[src/hdl/rvia_pkg.sv]
// ----------------------------------------------------------------------------
// rvia_pkg
// Shared types and constants for the RV64 immediate ALU execute block.
// ----------------------------------------------------------------------------
package rvia_pkg;

  localparam int unsigned Xlen       = 64;
  localparam int unsigned InstrW     = 32;
  localparam int unsigned RegAddrW   = 5;
  localparam int unsigned RegCntW    = RegAddrW + 1;
  localparam int unsigned NumRegsDef = 32;

  // Major opcodes handled by this unit
  localparam logic [6:0] OpcOpImm = 7'h13;
  localparam logic [6:0] OpcLui   = 7'h37;
  localparam logic [6:0] OpcAuipc = 7'h17;

  // OP-IMM function codes
  localparam logic [2:0] F3Addi  = 3'd0;
  localparam logic [2:0] F3Slli  = 3'd1;
  localparam logic [2:0] F3Slti  = 3'd2;
  localparam logic [2:0] F3Sltiu = 3'd3;
  localparam logic [2:0] F3Xori  = 3'd4;
  localparam logic [2:0] F3Sri   = 3'd5;
  localparam logic [2:0] F3Ori   = 3'd6;
  localparam logic [2:0] F3Andi  = 3'd7;

  // Upper six bits of a shift instruction
  localparam logic [5:0] F6Logic = 6'h00;
  localparam logic [5:0] F6Arith = 6'h10;

  typedef struct packed {
    logic [InstrW-1:0] instruction_word;
    logic [Xlen-1:0]   pc_value;
  } in_t;

  typedef struct packed {
    logic [RegAddrW-1:0] dest_index;
    logic [Xlen-1:0]     write_value;
    logic                wrote;
    logic                illegal;
  } out_t;

  // Register file write port
  typedef struct packed {
    logic                en;
    logic [RegAddrW-1:0] addr;
    logic [Xlen-1:0]     data;
  } wr_t;

endpackage

[src/hdl/rvia_regfile.sv]
// ----------------------------------------------------------------------------
// rvia_regfile
// Synchronous register file memory, one read and one write port, read data
// registered. Per-entry valid bits make unwritten entries read as zero, and a
// write landing on the edge of a read to the same entry is forwarded.
// ----------------------------------------------------------------------------
module rvia_regfile
  import rvia_pkg::*;
#(
  parameter int unsigned NumRegs = NumRegsDef
) (
  input  logic                clk_i,
  input  logic                rst_ni,
  input  logic                rd_en_i,
  input  logic [RegAddrW-1:0] rd_addr_i,
  input  wr_t                 wr_i,
  output logic [Xlen-1:0]     rd_data_o
);

  localparam int unsigned IdxW = (NumRegs > 1) ? $clog2(NumRegs) : 1;

  logic [Xlen-1:0]    mem_q [NumRegs];
  logic [NumRegs-1:0] vld_q;
  logic [Xlen-1:0]    rdata_q;
  logic               rvld_q;
  logic               fwd_hit_q;
  logic [Xlen-1:0]    fwd_data_q;
  logic               rd_in_range;
  logic [IdxW-1:0]    rd_idx;
  logic [IdxW-1:0]    wr_idx;

  assign rd_in_range = ({1'b0, rd_addr_i} < RegCntW'(NumRegs));
  assign rd_idx      = rd_addr_i[IdxW-1:0];
  assign wr_idx      = wr_i.addr[IdxW-1:0];

  // Write and read the storage array
  always_ff @(posedge clk_i) begin
    if (wr_i.en) begin
      mem_q[wr_idx] <= wr_i.data;
    end
    if (rd_en_i && rd_in_range) begin
      rdata_q <= mem_q[rd_idx];
    end
  end

  // Track written entries and capture same-edge write forwarding
  always_ff @(posedge clk_i or negedge rst_ni) begin
    if (!rst_ni) begin
      vld_q      <= '0;
      rvld_q     <= 1'b0;
      fwd_hit_q  <= 1'b0;
      fwd_data_q <= '0;
    end else begin
      if (wr_i.en) begin
        vld_q[wr_idx] <= 1'b1;
      end
      if (rd_en_i) begin
        rvld_q     <= rd_in_range && vld_q[rd_idx];
        fwd_hit_q  <= wr_i.en && (wr_i.addr == rd_addr_i);
        fwd_data_q <= wr_i.data;
      end
    end
  end

  // Pick forwarded, stored or reset value
  always_comb begin
    if (fwd_hit_q) begin
      rd_data_o = fwd_data_q;
    end else if (rvld_q) begin
      rd_data_o = rdata_q;
    end else begin
      rd_data_o = '0;
    end
  end

endmodule

[src/hdl/rvia_alu.sv]
// ----------------------------------------------------------------------------
// rvia_alu
// Decodes the I-type and U-type fields and computes the result of one
// immediate ALU instruction, along with legality and write enable.
// ----------------------------------------------------------------------------
module rvia_alu
  import rvia_pkg::*;
#(
  parameter int unsigned NumRegs = NumRegsDef
) (
  input  in_t             instr_i,
  input  logic [Xlen-1:0] rs1_data_i,
  output out_t            res_o
);

  logic [6:0]          opcode;
  logic [RegAddrW-1:0] rd;
  logic [RegAddrW-1:0] rs1;
  logic [2:0]          funct3;
  logic [5:0]          funct6;
  logic [5:0]          shamt;
  logic [Xlen-1:0]     imm_i;
  logic [Xlen-1:0]     imm_u;
  logic [Xlen-1:0]     a;
  logic [Xlen-1:0]     value;
  logic                legal;
  logic                rd_ok;
  logic                rs1_ok;

  assign opcode = instr_i.instruction_word[6:0];
  assign rd     = instr_i.instruction_word[11:7];
  assign funct3 = instr_i.instruction_word[14:12];
  assign rs1    = instr_i.instruction_word[19:15];
  assign shamt  = instr_i.instruction_word[25:20];
  assign funct6 = instr_i.instruction_word[31:26];
  assign imm_i  = {{(Xlen-12){instr_i.instruction_word[31]}},
                   instr_i.instruction_word[31:20]};
  assign imm_u  = {{(Xlen-32){instr_i.instruction_word[31]}},
                   instr_i.instruction_word[31:12], 12'b0};
  assign a      = rs1_data_i;
  assign rd_ok  = ({1'b0, rd} < RegCntW'(NumRegs));
  assign rs1_ok = ({1'b0, rs1} < RegCntW'(NumRegs));

  // Execute the decoded operation
  always_comb begin
    value = '0;
    legal = 1'b0;
    case (opcode)
      OpcLui: begin
        value = imm_u;
        legal = 1'b1;
      end
      OpcAuipc: begin
        value = instr_i.pc_value + imm_u;
        legal = 1'b1;
      end
      OpcOpImm: begin
        legal = rs1_ok;
        case (funct3)
          F3Addi:  value = a + imm_i;
          F3Slti:  value = Xlen'($signed(a) < $signed(imm_i));
          F3Sltiu: value = Xlen'(a < imm_i);
          F3Xori:  value = a ^ imm_i;
          F3Ori:   value = a | imm_i;
          F3Andi:  value = a & imm_i;
          F3Slli: begin
            value = a << shamt;
            if (funct6 != F6Logic) legal = 1'b0;
          end
          F3Sri: begin
            if (funct6 == F6Logic) begin
              value = a >> shamt;
            end else if (funct6 == F6Arith) begin
              value = $signed(a) >>> shamt;
            end else begin
              legal = 1'b0;
            end
          end
          default: legal = 1'b0;
        endcase
      end
      default: legal = 1'b0;
    endcase
  end

  // Drop the write for illegal words and for x0
  always_comb begin
    res_o.dest_index  = rd;
    res_o.illegal     = !(legal && rd_ok);
    res_o.wrote       = legal && rd_ok && (rd != '0);
    res_o.write_value = res_o.wrote ? value : '0;
  end

endmodule

[src/hdl/rv64_immediate_alu_execute.sv]
// ----------------------------------------------------------------------------
// rv64_immediate_alu_execute
// RV64I immediate ALU execute stage with an internal register file.
// ----------------------------------------------------------------------------
// Usage:
//   The input channel (in_valid_i / in_stall_o / in_data_i) takes one word:
//   a 32-bit instruction and its pc. The output channel (out_valid_o /
//   out_stall_i / out_data_o) returns one word per input: destination index,
//   written value, write flag and illegal flag.
//   Throughput is one word per cycle while the output is not stalled.
//   The edge that accepts a word issues the register file read and loads
//   the execute stage; as it advances it writes back and loads the output register.
//   The register file is a synchronous memory with registered read data;
//   a write-back on the same edge as the next word's read is forwarded, so
//   dependent words follow back to back.
//   After reset every register reads zero (per-entry valid bits, no clearing
//   pass) and both channels are empty.
//   When the receiver stalls, the output word holds; the execute stage still
//   fills once, and then in_stall_o rises until the output drains.
// ----------------------------------------------------------------------------
module rv64_immediate_alu_execute
  import rvia_pkg::*;
#(
  parameter int unsigned NumRegs = NumRegsDef
) (
  input  logic clk_i,
  input  logic rst_ni,
  input  logic in_valid_i,
  output logic in_stall_o,
  input  in_t  in_data_i,
  output logic out_valid_o,
  input  logic out_stall_i,
  output out_t out_data_o
);

  logic            s1_valid_q;
  in_t             s1_data_q;
  logic            out_valid_q;
  out_t            out_data_q;
  logic            out_free;
  logic            s1_advance;
  logic            in_accept;
  logic [Xlen-1:0] rs1_data;
  out_t            alu_res;
  wr_t             wr;

  // Handshake control
  assign out_free   = !out_valid_q || !out_stall_i;
  assign s1_advance = s1_valid_q && out_free;
  assign in_stall_o = s1_valid_q && !out_free;
  assign in_accept  = in_valid_i && !in_stall_o;

  rvia_regfile #(
    .NumRegs(NumRegs)
  ) u_regfile (
    .clk_i    (clk_i),
    .rst_ni   (rst_ni),
    .rd_en_i  (in_accept),
    .rd_addr_i(in_data_i.instruction_word[19:15]),
    .wr_i     (wr),
    .rd_data_o(rs1_data)
  );

  rvia_alu #(
    .NumRegs(NumRegs)
  ) u_alu (
    .instr_i   (s1_data_q),
    .rs1_data_i(rs1_data),
    .res_o     (alu_res)
  );

  // Write back when the execute stage advances
  always_comb begin
    wr.en   = s1_advance && alu_res.wrote;
    wr.addr = alu_res.dest_index;
    wr.data = alu_res.write_value;
  end

  // Advance the execute stage
  always_ff @(posedge clk_i or negedge rst_ni) begin
    if (!rst_ni) begin
      s1_valid_q <= 1'b0;
    end else if (in_accept) begin
      s1_valid_q <= 1'b1;
    end else if (s1_advance) begin
      s1_valid_q <= 1'b0;
    end
  end

  always_ff @(posedge clk_i) begin
    if (in_accept) begin
      s1_data_q <= in_data_i;
    end
  end

  // Hold the output word until taken
  always_ff @(posedge clk_i or negedge rst_ni) begin
    if (!rst_ni) begin
      out_valid_q <= 1'b0;
    end else if (out_free) begin
      out_valid_q <= s1_valid_q;
    end
  end

  always_ff @(posedge clk_i) begin
    if (s1_advance) begin
      out_data_q <= alu_res;
    end
  end

  assign out_valid_o = out_valid_q;
  assign out_data_o  = out_data_q;

endmodule
[config.mk]
export PLATFORM = sky130hd
export DESIGN_NAME = rv64_immediate_alu_execute
export DESIGN_NICKNAME = d
export VERILOG_FILES = /design/src/hdl/rvia_pkg.sv /design/src/hdl/rvia_regfile.sv /design/src/hdl/rvia_alu.sv /design/src/hdl/rv64_immediate_alu_execute.sv
export SDC_FILE = /design/constraint.sdc
export NUM_CORES = 2
export LEC_CHECK = 0
export BUFFER_PORTS_ARGS = -buffer_cell sky130_fd_sc_hd__buf_2
export CAP_MARGIN = 40
export CORE_UTILIZATION = 35
export CTS_BUF_LIST = sky130_fd_sc_hd__clkbuf_4 sky130_fd_sc_hd__clkbuf_8
export CTS_CLUSTER_SIZE = 14
export DETAILED_ROUTE_END_ITERATION = 8
export MAX_ROUTING_LAYER = met4
export PLACE_DENSITY = 0.5
export SYNTH_ARGS = -nofsm -noshare
export SYNTH_HDL_FRONTEND = slang
export SYNTH_HIERARCHICAL = 1
export SYNTH_SLANG_ARGS = --single-unit
[constraint.sdc]
create_clock -name clk_i -period 10.31 [get_ports clk_i]
set_clock_uncertainty 0.05 [all_clocks]
set_input_delay 2.062 -clock clk_i [delete_from_list [all_inputs] [get_ports clk_i]]
set_output_delay 2.062 -clock clk_i [all_outputs]
set_load 0.05 [all_outputs]
## Yosys cells after proc, flatten, opt, wreduce, memory -nomap -nowiden

Memory sizes are Yosys's and may differ from the RTL's. A register that Yosys moved wholly into a read port is not among the register bits.
Index checks and enable logic that the tools add are counted.

| operators by class | value |
|---|---|
| $add $sub $neg | 2 |
| magnitude comparators | 5 |
| equal/unequal tests | 12 |
| shift operators | 3 |
| muxes and demuxes | 20 |
| bitwise operators | 4 |
| reduce and logical (&&, ||, !) cells | 19 |

Operators with widths:

| cell | number |
|---|---|
| 64-bit one-hot mux with 8 select lines | 1 |
| 64-bit two-way mux | 5 |
| 64-bit one-hot mux with 3 select lines | 1 |
| 64-bit adder | 2 |
| 64-bit bitwise AND | 1 |
| 64-bit by 12-bit < comparator with 1-bit output | 1 |
| 64-bit < comparator | 1 |
| 64-bit OR | 1 |
| 64-bit by 6-bit left shift with 64-bit output | 1 |
| 64-bit by 6-bit right shift with 64-bit output | 1 |
| 64-bit by 6-bit >>> shifter with 64-bit output | 1 |
| 64-bit XOR | 1 |
| 32-bit OR | 1 |
| 7-bit by 5-bit equality test with 1-bit output (second input constant) | 2 |
| 3-bit equality test (second input constant) | 4 |
| 5-bit by 6-bit < comparator with 1-bit output (second input constant) | 2 |
| 1-bit two-way mux | 9 |
| 7-bit by 6-bit equality test with 1-bit output (second input constant) | 1 |
| 1-bit logical AND | 7 |
| 3-bit by 2-bit equality test with 1-bit output (second input constant) | 2 |
| 6-bit by 5-bit equality test with 1-bit output (second input constant) | 1 |
| 6-bit logical NOT | 1 |
| 6-bit nonzero test | 1 |
| 1-bit binary-select mux with 5-bit select | 1 |
| 11 further kinds | 16 |

| word-level totals | value |
|---|---|
| register bits after elaboration | 267 |
| bits in writable memories | 2048 |
| input port bits | 100 |
| output and inout port bits | 73 |
| word-level logic and storage cells | 78 |
| memories | 1 |

Memory list:

| memory | depth | bits a word | read ports | clocked after Yosys merged registers in | wr ports | RTL line | RTL |
|---|---|---|---|---|---|---|---|
| u_regfile.mem_q | 32 | 64 | 1 | 1 | 1 | rvia_regfile.sv:22 | `logic [Xlen-1:0] mem_q [NumRegs];` |

## Longest topological paths before layout

| logic depth | value |
|---|---|
| word-level depth | 9 |
| gate-level depth with buffers | 18 |
| gate-level depth less buffers | 15 |

## By module

The synthesis kept the hierarchy.

By module, submodules not included:

| module | instances | cells an instance | area an instance (um^2) | sequential area each (um^2) |
|---|---|---|---|---|
| rvia_regfile | 1 | 3489 | 84076.9 | 65873.2 |
| rvia_alu | 1 | 3159 | 21652.0 | 0.0 |
| rv64_immediate_alu_execute | 1 | 177 | 5113.7 | 5064.9 |

## Worst setup path after synthesis

Ideal clock, no wire load.

| timing | value |
|---|---|
| path kind | reg2reg |
| start point | reg s1_data_q[95] (netlist name) |
| end point | reg out_data_q (netlist bit out_data_o[56]), data pin |
| setup time | 0.495 ns |
| arrival | 8.384 ns |
| required time | 9.765 ns |
| setup slack | 1.382 ns |
| stages on the path, launching flop included | 14 |
| path buffers | 1 |
| period minus slack after synthesis | 8.928 ns |
| cells stage by stage | edfxtp_1 > inv_1 > ha_1 > buf_2 > and4_1 > a21boi_0 > a211oi_1 > o31ai_1 > o2111ai_1 > a31oi_1 > a41oi_1 > xnor2_1 > nand2_1 > a221oi_1 |

RTL lines:

| what | RTL line | RTL |
|---|---|---|
| from (decl) | rv64_immediate_alu_execute.sv:37 | `in_t s1_data_q;` |
| from (signal assigned) | rv64_immediate_alu_execute.sv:92 | `s1_data_q <= in_data_i;` |
| to (signal assigned) | rv64_immediate_alu_execute.sv:107 | `out_data_q <= alu_res;` |
| to (decl) | rv64_immediate_alu_execute.sv:39 | `out_t out_data_q;` |

==> flow_results.xml <==
<?xml version="1.0" encoding="UTF-8"?>
<metrics>
  <group name="outcome">
    <metric name="outcome" unit="">finished, final reports clean</metric>
  </group>
  <group name="grt">
    <metric name="antenna_found_initial" unit="">28</metric>
    <metric name="via_count_of_the_first_global_routing_pass" unit="">68950</metric>
    <metric name="globalRouteOverflowTotal" unit="">0</metric>
    <metric name="global_route_wire_length_before_repair" unit="µm">585600</metric>
    <metric name="grt_start_max_net_pins" unit="">117</metric>
    <metric name="gr-usage-all-layers" unit="">0.2738</metric>
  </group>
  <group name="setup_path">
    <metric name="crit_path_start_kind" unit="">register</metric>
    <metric name="timing.critical_path.arrival" unit="ps">7690</metric>
    <metric name="worst-setup-path-type" unit="">reg2reg</metric>
    <metric name="worst-endpoint-required" unit="ps">11020</metric>
    <metric name="worstPathMaxFanout" unit="">34</metric>
    <metric name="endpoint_kind" unit="">register</metric>
  </group>
  <group name="detailed_routing">
    <metric name="detailedRoute.firstPassIterationCount" unit="">6</metric>
    <metric name="via_count" unit="">69730</metric>
    <metric name="drtAntennaViolNets" unit="">0</metric>
    <metric name="drc" unit="">0</metric>
    <metric name="drc_marker_count_from_the_first_detailed_route_iteration" unit="">7759</metric>
    <metric name="vias_per_cell" unit="">5.941</metric>
    <metric name="detail_route.wl_per_cell" unit="µm">36.53</metric>
    <metric name="detail_route.wirelength" unit="µm">428700</metric>
  </group>
  <group name="logic_synthesis">
    <metric name="yosysMostFrequentCell" unit="">edfxtp_1</metric>
    <metric name="seq_area_frac_synth" unit="">0.6400</metric>
    <metric name="post_synth_main_area_contributors" unit="">edfxtp_1 62%, mux4_2 14%, ha_1 2.8%</metric>
    <metric name="ranking_of_synthesized_cells_by_instance_count" unit="">2,279 x edfxtp_1, 696 x mux4_2, 423 x nor2_1</metric>
    <metric name="postSynthAreaPerCell" unit="µm²">16.24</metric>
    <metric name="netlist.top_cell.by_area" unit="">edfxtp_1</metric>
    <metric name="synth-async-reset-ratio" unit="">0.04203</metric>
    <metric name="syn-cell-area" unit="mm²">0.1108</metric>
    <metric name="yosys_most_used_dff" unit="">edfxtp_1</metric>
    <metric name="synth_enable_flop_cells" unit="">2279</metric>
    <metric name="netlist-cell-type-count" unit="">100</metric>
    <metric name="net_count_synth" unit="">7171</metric>
    <metric name="netlist.area_leader.share" unit="">0.6174</metric>
    <metric name="ys_warn_count" unit="">6</metric>
    <metric name="yosys_register_bits" unit="">2379</metric>
    <metric name="syn_inst" unit="">6825</metric>
  </group>
  <group name="sta">
    <metric name="final.min_clock_period" unit="ps">6982</metric>
    <metric name="final.period_utilization" unit="">0.6772</metric>
    <metric name="setup_viol" unit="">0</metric>
    <metric name="final_hold_viol_count" unit="">0</metric>
    <metric name="setup_ws" unit="ps">3328</metric>
    <metric name="unrepaired_setup_endpoints_after_global_routing" unit="">false</metric>
    <metric name="fin_hold_ws" unit="ps">416.1</metric>
    <metric name="finalSetupTns" unit="ps">0</metric>
    <metric name="timing.max_slew.rel_slack" unit="">0.2304</metric>
    <metric name="max_slew.worst_pin.slew" unit="ps">1154</metric>
    <metric name="maxSlewViolCount" unit="">0</metric>
    <metric name="maxClockFrequency" unit="MHz">143.2</metric>
  </group>
  <group name="clocking">
    <metric name="tritoncts.num_buffers" unit="">401</metric>
    <metric name="cts.repair.resized" unit="">0</metric>
    <metric name="clock_latency" unit="ps">1150</metric>
    <metric name="clk_path_buf_depth" unit="">4</metric>
    <metric name="h-tree-depth" unit="">5</metric>
    <metric name="worst_setup_hold_path_clk_slew" unit="ps">60</metric>
    <metric name="clock-root-buffer" unit="">clkbuf_8</metric>
    <metric name="tritoncts_num_sinks" unit="">2379</metric>
    <metric name="cts.repair_timing.setup_buffer_count" unit="">0</metric>
    <metric name="tritoncts" unit="">built</metric>
    <metric name="postCtsHoldBufs" unit="">0</metric>
  </group>
  <group name="cells_and_area">
    <metric name="syn2layout_area_growth" unit="%">14.67</metric>
    <metric name="fillerInstances" unit="">28960</metric>
    <metric name="postLayoutCellArea" unit="mm²">0.1271</metric>
    <metric name="drive_above_1_share" unit="">0.2862</metric>
    <metric name="multi_input_comb_area" unit="mm²">0.03815</metric>
    <metric name="nNetsFinal" unit="">7590</metric>
    <metric name="final-seq-area" unit="mm²">0.07094</metric>
  </group>
  <group name="floorplan">
    <metric name="floorplan.die_area" unit="mm²">0.3189</metric>
    <metric name="core.rowCount" unit="">206</metric>
    <metric name="width_of_the_chip" unit="µm">564.8</metric>
    <metric name="die_h" unit="µm">564.8</metric>
    <metric name="coreArea" unit="mm²">0.3150</metric>
    <metric name="total_i_o_pin_count" unit="">173</metric>
    <metric name="initial_utilization" unit="">0.3519</metric>
  </group>
  <group name="pwr">
    <metric name="vdd.ir_drop.worst" unit="µV">105.1</metric>
    <metric name="static-leakage-power" unit="nW">37.44</metric>
    <metric name="power" unit="mW">21.05</metric>
    <metric name="power.density_cell_area" unit="mW/mm²">165.6</metric>
  </group>
  <group name="placement">
    <metric name="gp_congestion" unit="">1.009</metric>
    <metric name="dpl.hpwl" unit="µm">273100</metric>
    <metric name="io_buf_count" unit="">172</metric>
    <metric name="placed_area" unit="mm²">0.1190</metric>
    <metric name="placement.setup.worst_slack" unit="ps">3504</metric>
  </group>
  <group name="flow_run">
    <metric name="drv.max_cap_violation_count" unit="">0</metric>
  </group>
  <group name="worst_hold_path">
    <metric name="classification_of_the_worst_slack_hold_path" unit="">reg2reg</metric>
  </group>
</metrics>
## registers in the layout, indices dropped and copies added, names as in the netlist
signal                flops
out_valid_o               1
u_regfile/mem_q        2048
u_regfile/fwd_hit_q       1
s1_data_q                96
u_regfile/rvld_q          1
u_regfile/rdata_q        64
u_regfile/vld_q          32
u_regfile/fwd_data_q     64
out_data_o               71
s1_valid_q                1
## where the power goes
part | leakage (nW) | total, mW | internal, mW | switching (mW)
sequential | 18.0 | 10.6 | 10.5 | 0.0709
clock | 4.23 | 8.54 | 4.53 | 4.01
combinational | 15.2 | 1.90 | 0.590 | 1.31
## final timing paths
kind                                       endpoint                start  cells after the start  slack, ps
hold reg to reg                  u_regfile/vld_q[9]   u_regfile/vld_q[9]                      1        420
min in group asynchronous  u_regfile/fwd_data_q[39]               rst_ni                      1        860
setup reg to reg            u_regfile/mem_q[16][62]  u_regfile/fwd_hit_q                     16       3330
setup / recovery            u_regfile/mem_q[16][62]  u_regfile/fwd_hit_q                     16       3330
hold / removal                   u_regfile/vld_q[9]   u_regfile/vld_q[9]                      1        420
max in group asynchronous  u_regfile/fwd_data_q[59]               rst_ni                      3       8210
## critical path, stage by stage, from the launching register on
cell and delay (ps):
dfrtp_4 640, nor2b_4 580, buf_4 390, a22o_1 430, inv_1 110, ha_1 520
nand4_1 210, or3_1 380, a211oi_1 660, o311a_1 480, o2111ai_1 390, a31oi_1 550
a21o_1 260, nand2_1 90, o21ai_0 190, a22o_1 160, buf_4 480
## per-layer routing
metal  GRT usage  part of all wire  up-vias
met4     0.08863             0.036        0
met3     0.03771             0.061      622
met1      0.3846              0.45    37800
met2      0.4102              0.45     2859
met5           -                 0        -
li1            -                 -    28450
## placed cells by master, fill, tap and decap left out, drive strengths merged, types with 100 or more instances in the layout
cell type	n
edfxtp	2279
mux4	704
clkbuf	550
buf	477
nor2	423
a21oi	384
o21ai	356
nand2	305
ha	244
mux2i	184
mux2	179
inv	152
clkinv	140
dfrtp	100
## per-stage QoR
step,util,instances
finish,0.4035,11740
global route,0.4035,11730
CTS,0.4034,11720
detailed placement,0.3778,11000
global placement,0.3747,10940
floorplan,-,6825
## final cells by class
cell class | count | share of cell area
timing repair buffer | 477 | 0.03288
clock inverter | 170 | 0.01040
clock buffer | 550 | 0.05301
sequential | 2379 | 0.5582
inverter | 137 | 0.004105
tap | 4160 | 0.04095
antenna | 16 | 0.0003150
multi-input combinational | 3848 | 0.3002
## cells by family (layout without fill, tap and decap cells)
kind of cell / Yosys count / count (layout) / synth area share
AO/OA/AOI/OAI: 1377 / 1377 / 0.08042
XOR/XNOR: 92 / 92 / 0.007270
adder cells (fa/ha/maj): 246 / 246 / 0.02790
buffers and inverters: 598 / 1334 / 0.02304
flip-flops: 2379 / 2379 / 0.6400
multiplexers: 1067 / 1067 / 0.1781
other: 0 / 16 / 0
AND/OR/NAND/NOR: 1066 / 1066 / 0.04327
(Power assumes the default switching activity.)
